===== src/sv/letter_bigram_histogram_top_assert.svh =====
// assertion macros for the letter bigram histogram
`ifndef LETTER_BIGRAM_HISTOGRAM_TOP_ASSERT_SVH
`define LETTER_BIGRAM_HISTOGRAM_TOP_ASSERT_SVH

`ifndef SYNTH

// condition must never hold at a clock edge outside reset
`define LBH_ASSERT_NEVER(lbl, cond, msg) \
  lbl: assert property (@(posedge clk) disable iff (rst) !(cond)) else $error(msg);

// antecedent implies consequent in the same cycle
`define LBH_ASSERT_IMP(lbl, ante, cons, msg) \
  lbl: assert property (@(posedge clk) disable iff (rst) (ante) |-> (cons)) else $error(msg);

`else

`define LBH_ASSERT_NEVER(lbl, cond, msg)
`define LBH_ASSERT_IMP(lbl, ante, cons, msg)

`endif

`endif


===== src/sv/lbh_pkg.sv =====
// shared constants, types and helper functions for the letter bigram histogram
package lbh_pkg;

  localparam int COUNT_WIDTH   = 32;
  localparam int ALPHABET_SIZE = 26;
  localparam int PAIR_DEPTH    = ALPHABET_SIZE * ALPHABET_SIZE;
  localparam int LETTER_AW     = $clog2(ALPHABET_SIZE);
  localparam int PAIR_AW       = $clog2(PAIR_DEPTH);

  localparam int REQ_W      = 2;
  localparam int CHAR_W     = 8;
  localparam int IDX_W      = 5;
  localparam int IN_DATA_W  = 24;
  localparam int OUT_W      = 32;

  localparam int FIFO_DEPTH = 4;
  localparam int FIFO_AW    = $clog2(FIFO_DEPTH);
  localparam int FIFO_CW    = $clog2(FIFO_DEPTH + 1);

  localparam logic [CHAR_W-1:0] CHAR_LOWER_A = 8'h61;
  localparam logic [CHAR_W-1:0] CHAR_LOWER_Z = 8'h7a;
  localparam logic [CHAR_W-1:0] CASE_BIT     = 8'h20;

  typedef logic [COUNT_WIDTH-1:0] count_t;

  typedef enum logic [REQ_W-1:0] {
    REQ_FEED        = 2'd0,
    REQ_READ_LETTER = 2'd1,
    REQ_READ_PAIR   = 2'd2
  } req_t;

  typedef struct packed {
    logic             valid;
    logic [OUT_W-1:0] data;
  } push_t;

  // saturating increment
  function automatic count_t bump(count_t c);
    return (&c) ? c : count_t'(c + count_t'(1));
  endfunction

  // clip a count to the output field
  function automatic logic [OUT_W-1:0] clip_out(count_t c);
    logic [COUNT_WIDTH+OUT_W-1:0] wide;
    wide = (COUNT_WIDTH + OUT_W)'(c);
    return (|wide[COUNT_WIDTH+OUT_W-1:OUT_W]) ? '1 : wide[OUT_W-1:0];
  endfunction

  // row-major pair table address
  function automatic logic [PAIR_AW-1:0] pair_index(logic [IDX_W-1:0] a,
                                                    logic [IDX_W-1:0] b);
    return PAIR_AW'(PAIR_AW'(a) * PAIR_AW'(ALPHABET_SIZE) + PAIR_AW'(b));
  endfunction

endpackage


===== src/sv/lbh_out_fifo.sv =====
// small result queue that decouples the counter pipeline from the output stream
module lbh_out_fifo import lbh_pkg::*; (
  input  logic               clk,
  input  logic               rst,
  input  push_t              push,
  output logic [FIFO_CW-1:0] level,
  output logic               m_tvalid,
  input  logic               m_tready,
  output logic [OUT_W-1:0]   m_tdata    // count_value[31:0]
);

  logic [OUT_W-1:0]   slot [FIFO_DEPTH];
  logic [FIFO_AW-1:0] wr_ptr;
  logic [FIFO_AW-1:0] rd_ptr;
  logic               pop;

  assign m_tvalid = (level != '0);
  assign m_tdata  = slot[rd_ptr];
  assign pop      = m_tvalid && m_tready;

  always_ff @(posedge clk) begin
    if (push.valid) begin
      slot[wr_ptr] <= push.data;
    end
  end

  always_ff @(posedge clk) begin
    if (rst) begin
      wr_ptr <= '0;
      rd_ptr <= '0;
      level  <= '0;
    end else begin
      if (push.valid) begin
        wr_ptr <= FIFO_AW'(wr_ptr + FIFO_AW'(1));
      end
      if (pop) begin
        rd_ptr <= FIFO_AW'(rd_ptr + FIFO_AW'(1));
      end
      level <= FIFO_CW'(level + FIFO_CW'(push.valid) - FIFO_CW'(pop));
    end
  end

endmodule


===== config.mk =====
export PLATFORM = sky130hd
export DESIGN_NAME = lbh_out_fifo
export DESIGN_NICKNAME = d
export VERILOG_FILES = /design/src/sv/letter_bigram_histogram_top_assert.svh /design/src/sv/lbh_pkg.sv /design/src/sv/lbh_out_fifo.sv
export SDC_FILE = /design/constraint.sdc
export NUM_CORES = 1
export LEC_CHECK = 0
export BUFFER_PORTS_ARGS = -buffer_cell sky130_fd_sc_hd__buf_2
export CORE_UTILIZATION = 25
export DETAILED_ROUTE_END_ITERATION = 8
export SLEW_MARGIN = 20
export SYNTH_ARGS = -nofsm -noshare
export SYNTH_HDL_FRONTEND = slang
export SYNTH_SLANG_ARGS = --single-unit

===== constraint.sdc =====
create_clock -name clk -period 2.6 [get_ports clk]
set_input_delay 0.13 -clock clk [delete_from_list [all_inputs] [get_ports clk]]
set_output_delay 0.13 -clock clk [all_outputs]
set_load 0.05 [all_outputs]

==> metrics, run 1 <==
post-layout min period 2.17 ns; top cell type's share of synthesized area 74.9%; P per Cell Area 994 mW/mm²; critical path launch point type flop; Post-DP HPWL 6.16 mm; final max-slew violation count 0; DR WL/cell 16.5 µm; DRC errors left 0; # rows 52; metal3 WL 409 µm; Peak VDD IR 0.564 mV; layout cells sized above 1 42.2%; switching pwr 2.08 mW; Synth Area in Simple Gates 1.46%; Starting Density 25.4%; post-route clock period utilization 83.6%; Synth Area in Compound Gates 0.342%; synthesized area 0.00513 mm²; WP data required 2.47 ns; DR vias 2484; FF+latch count, synth 137; diodes inserted 0; XOR/XNOR Fraction of Synth Area 0.634%; Metal-1 WL 4.36 mm; Sw Share 30.9%; Syn Inst Count 212; Final nets 376; post-place instance area 0.00583 mm²; PortBufs 71; top post-synthesis cells by area edfxtp_1 (75%), mux4_2 (13%), dfxtp_1 (3.5%); outcome completed; Yosys cell types 21; Worst-Skew Late Latency 0.41 ns; Final Hold Viols 0; area leader, netlist edfxtp_1; post-synthesis mux area share 15.1%; CTS Buf Count 17; Worst Tran Pin Value 1.03 ns; ANT nets after route 0; P&R area growth vs syn 31.9%; DIE HEIGHT 145 µm; DR WL met2 5.26 mm; Die ar. 0.0211 mm²; Sum Neg Setup Slack 0 ns; grt ovf 0; core area 0.0202 mm²; commonest non-fill, non-tap cells in the layout edfxtp_1 (128), buf_2 (71), dlygate4sd3_1 (33); post-synthesis adder-cell area fraction 1.85%; clock tree from TritonCTS done; Storage cell area 0.00403 mm²; Setup Viol. Count Final 0; Synth Area per Inst 24.2 µm²; Clock Tree Buf Depth 2; post-route cell area 0.00677 mm²; syn nets 255; Relative slew margins 31.4%; Clock Tree Root clkbuf_16; DRT Pass-1 Iters 4; die width 145 µm; vias in the first global route 2827; CP Capture Type primary output; most common cell after layout, fill and taps aside edfxtp_1; first-pass GRT wire length 16.0 mm; Pleak 2.32 nW; Fillers 1963; worst clock skew 0.00701 ns; largest family of logic cells by synthesized area multiplexers; Max FO, Critical Path 16; Max H-tree Level 4; Data arrival, critical path 2.04 ns; total routed wirelength 10.2 mm; power share of the clock group 36.2%; internal power 4.65 mW; DR top layer met4; initial antenna violation count 0; synth warn 0; Multi-input gate area 997 µm²; sequential area share after synthesis 78.5%; critical path start-end classification reg -> out; Logic pwr share 24.4%; fmax 460 MHz; Worst Hold Class in -> reg; gp weighted congestion 0.622; Ports 72; Flop pwr share 39.4%; setup repair after global routing missed its margin false; Total Routing Usage GR 10.5%; Max-Cap Viols 0; Via density 4.03; clock transition at the registers of the reported paths 0.06 ns; clk sink count 137; largest net degree at the start of global routing 33; 1st-iter DRT viols 164
## layout make-up
class / instances / share of cell area (%)
clock inverters: 14 / 2.55
multi-input cells: 61 / 14.7
flip-flops and latches: 137 / 59.5
repair buffers: 110 / 11.5
well taps: 270 / 4.99
inverters: 6 / 0.333
clock buffers: 18 / 6.34
## layer usage
| metal | track usage (%) | up-vias |
|---|---|---|
| li1 | - | 1129 |
| met5 | 0 | - |
| met2 | 17.8 | 55 |
| met4 | 4.42 | 0 |
| met3 | 3.46 | 15 |
| met1 | 12.2 | 1285 |
## sequential cells by signal, summed over array words and instances, names as in the netlist, named ones only
name and cells:
wr_ptr 2, rd_ptr 2, level 3, slot 128
## cells in the mapped netlist
| library cell | number |
|---|---|
| ha_1 | 6 |
| buf_6 | 1 |
| inv_1 | 6 |
| clkbuf_1 | 1 |
| xnor2_1 | 1 |
| fa_1 | 1 |
| o31a_1 | 1 |
| buf_2 | 3 |
| edfxtp_1 | 128 |
| mux2i_1 | 1 |
| nor2b_1 | 4 |
| xor3_1 | 1 |
| or3_1 | 1 |
| nor2_1 | 5 |
| dfxtp_1 | 9 |
| o311ai_0 | 1 |
| and2_1 | 4 |
| mux2_2 | 3 |
| mux4_1 | 2 |
| buf_12 | 3 |
| mux4_2 | 30 |
## per-stage QoR
step | util (%) | worst slack (ns) | power, mW | cells | hold WS [ns]
global placement | 28.9 | 0.731 | 4.29 | 551 | 0.341
finish | 33.5 | 0.426 | 6.73 | 616 | 0.0818
global route | 33.5 | 0.290 | 7.01 | 616 | 0.0898
CTS | 33.5 | 0.343 | 6.85 | 616 | 0.0563
detailed placement | 28.9 | 0.620 | 4.34 | 551 | 0.349
floorplan | - | 0.525 | 3.99 | 212 | 0.229
## critical path, stage by stage, from the launching register on
cell and delay (ns):
dfxtp_2 0.54, buf_12 0.24, mux4_1 0.60, buf_2 0.24
## worst paths after layout
path | startpoint | slack, ns | to | cells past startpoint
hold / removal | push[32] | 0.08 | wr_ptr[0]$_SDFFE_PP0P_ | 3
setup reg to reg | level[1]$_SDFF_PP0_ | 0.62 | level[2]$_SDFF_PP0_ | 7
setup / recovery | flop | 0.43 | m_tdata[0] | 3
hold reg to reg | wr_ptr[1]$_SDFFE_PP0P_ | 0.56 | wr_ptr[1]$_SDFFE_PP0P_ | 2
## cells by family (layout without fill, tap and decap cells)
| group | after synthesis | count (layout) |
|---|---|---|
| buffers and inverters | 14 | 148 |
| XOR/XNOR | 2 | 2 |
| AND/OR/NAND/NOR | 14 | 14 |
| adder cells (fa/ha/maj) | 7 | 7 |
| AO/OA/AOI/OAI | 2 | 2 |
| multiplexers | 36 | 36 |
| flip-flops | 137 | 137 |
## repair_timing
item,4_1_cts,5_1_grt
hold endpoints to repair,133,0
setup buffers,0,0
hold buffers,33,0
gates resized for setup,0,0
## power groups by stage
stage	Combinational, mW	Sequential (mW)	Clock [mW]
after floorplan	1.29	2.70	0
after global placement	1.61	2.69	0
after detailed placement	1.63	2.71	0
after CTS	1.68	2.66	2.51
after global routing	1.75	2.67	2.59
final	1.64	2.65	2.43
(Power assumes the default switching activity.)
==> run 2, diff against run 1 <==
- clock period: 2.6 -> 2.22 ns (I/O delays scaled with it)
==> run 2 against run 1 <==
  * Sequential share of layout area shrank 0.31 points
  * Power up 19%
  * Flip-flop and latch count is the same
==> metrics, run 2 (synthesized netlist as in run 1, its figures left out) <==
Post-DP HPWL 6.05 mm (was 6.16 mm); 1st-iter DRT viols 205 (was 164); CP peak stage delay 0.63 ns (was 0.60 ns); worst clock skew 0.0115 ns (was 0.00701 ns); commonest non-fill, non-tap cells in the layout edfxtp_1 (128), buf_2 (71), dlygate4sd3_1 (33) (unchanged); layout cells sized above 1 42.9% (was 42.2%); Max H-tree Level 4 (unchanged); grt ovf 0 (unchanged); Biggest register slot (unchanged); fin util 33.7% (was 33.5%); clk sink count 137 (unchanged); critical path launch point type flop (unchanged); Largest regs slot (128), level (3) (unchanged); clock tree from TritonCTS done (unchanged); M1 GR Usage 11.8% (was 12.2%); Max FO, Critical Path 16 (unchanged); CP max-delay cell mux4_1 (unchanged); Fillers 1963 (unchanged); final max-slew violation count 0 (unchanged); GR Layer Usage met2 16.6% (was 17.8%); vias in the first global route 2787 (was 2827); Worst Tran Pin Value 0.521 ns (was 1.03 ns); worst-path cell chain buf_4 > mux4_1 > buf_2 (was buf_12 > mux4_1 > buf_2); DRC errors left 0 (unchanged); Relative slew margins 65.2% (was 31.4%); DRT Pass-1 Iters 4 (unchanged); fmax 486 MHz; clock transition at the registers of the reported paths 0.06 ns (about the same); Setup WS post-layout 0.161 ns (was 0.426 ns); gp weighted congestion 0.677 (was 0.622); Clock Tree Root clkbuf_16 (unchanged); Starting Density 25.4% (unchanged); Largest register FFs 128 (unchanged); Total Routing Usage GR 10.1% (was 10.5%); P per Cell Area 1180 mW/mm² (was 994 mW/mm²); DIE HEIGHT 145 µm (unchanged); post-CTS resize count 0 (unchanged); post-route clock period utilization 92.7%; Ports 72 (unchanged); # rows 52 (unchanged); Sum Neg Setup Slack 0 ns (unchanged); diodes inserted 0 (unchanged); critical path start-end classification reg -> out (unchanged); CP Capture Type primary output (unchanged); pre-CTS setup slack 0.281 ns (was 0.620 ns); Worst Hold Class in -> reg (unchanged); Setup Viol. Count Final 0 (unchanged); core area 0.0202 mm² (unchanged); gr busiest metal met2 (unchanged); ANT nets after route 0 (unchanged); CTS Buf Count 17 (unchanged); die width 145 µm (unchanged); Die ar. 0.0211 mm² (unchanged); Final Hold Viols 0 (unchanged); DR WL/cell 15.6 µm (was 16.5 µm); Pleak 2.36 nW (was 2.32 nW); WP data required 2.11 ns (was 2.47 ns); Global Route met3 Usage 3.33% (was 3.46%); first-pass GRT wire length 15.4 mm (was 16.0 mm); initial antenna violation count 0 (unchanged); post-layout min period 2.06 ns; Peak VDD IR 0.579 mV (was 0.564 mV); P&R area growth vs syn 32.6% (was 31.9%); Final nets 380 (was 376); outcome completed (unchanged); total routed wirelength 9.69 mm (was 10.2 mm); setup repair after global routing missed its margin false (unchanged); Clock Tree Buf Depth 2 (unchanged); Data arrival, critical path 1.95 ns (was 2.04 ns); largest net degree at the start of global routing 19 (was 33); Max-Cap Viols 0 (unchanged); most common cell after layout, fill and taps aside edfxtp_1 (unchanged); PortBufs 71 (unchanged); DR vias 2475 (was 2484); Via density 3.99 (was 4.03); Worst-Skew Late Latency 0.41 ns (about the same); setup repair bufs after CTS 0 (unchanged)
run 2: timing repair:
item	4_1_cts	5_1_grt
hold buffers	33	0
endpoints found under the hold margin	133	0
endpoints found under the setup margin	0	0
run 2: final cells by class:
cell class / instances / area, µm² / share of cell area (%)
repair buffers: 114 / 786 / 11.6
inverters: 6 / 22.5 / 0.331
clock buffers: 18 / 429 / 6.31
well taps: 270 / 338 / 4.97
clock inverters: 14 / 203 / 2.98
multi-input cells: 61 / 997 / 14.7
flip-flops and latches: 137 / 4030 / 59.2
run 2: path summary, 6_finish.rpt:
| path | startpoint | end | slack [ns] | depth (start not counted) |
|---|---|---|---|---|
| max | flop | m_tdata[0] | 0.16 | 3 |
| min | push[32] | wr_ptr[1]$_SDFFE_PP0P_ | 0.09 | 3 |
| max reg2reg | level[1]$_SDFF_PP0_ | level[2]$_SDFF_PP0_ | 0.28 | 7 |
| min reg2reg | wr_ptr[1]$_SDFFE_PP0P_ | wr_ptr[1]$_SDFFE_PP0P_ | 0.57 | 2 |
run 2: report_power, final:
group,switching (mW),internal [mW]
Clock,1.02,1.98
Sequential,0.0649,2.99
Combinational,1.28,0.664
Total,2.37,5.63
run 2: worst max-delay path, delay by kind of cell (launching register included):
kind     cells  cell delay (ns)
buf+inv      2             0.56
flops        1             0.33
mux          1             0.63
run 2: per-layer routing:
layer | share of wire (%) | up-vias | wire (µm)
met1 | 44 | 1277 | 4230
met4 | 1.5 | 0 | 148
met5 | 0 | - | 0
met3 | 3.9 | 13 | 382
met2 | 51 | 53 | 4920
li1 | - | 1132 | -
run 2: through the flow:
step                      cell area (µm²)  instances  hold WS (ns)  power [mW]
after floorplan                      5130        212         0.210        4.68
after global placement               5840        555         0.321        5.01
after detailed placement             5840        555         0.330        5.04
after CTS                            6800        620        0.0694        8.13
after global routing                 6800        620         0.101        8.33
final                                6800        620        0.0927        8.00
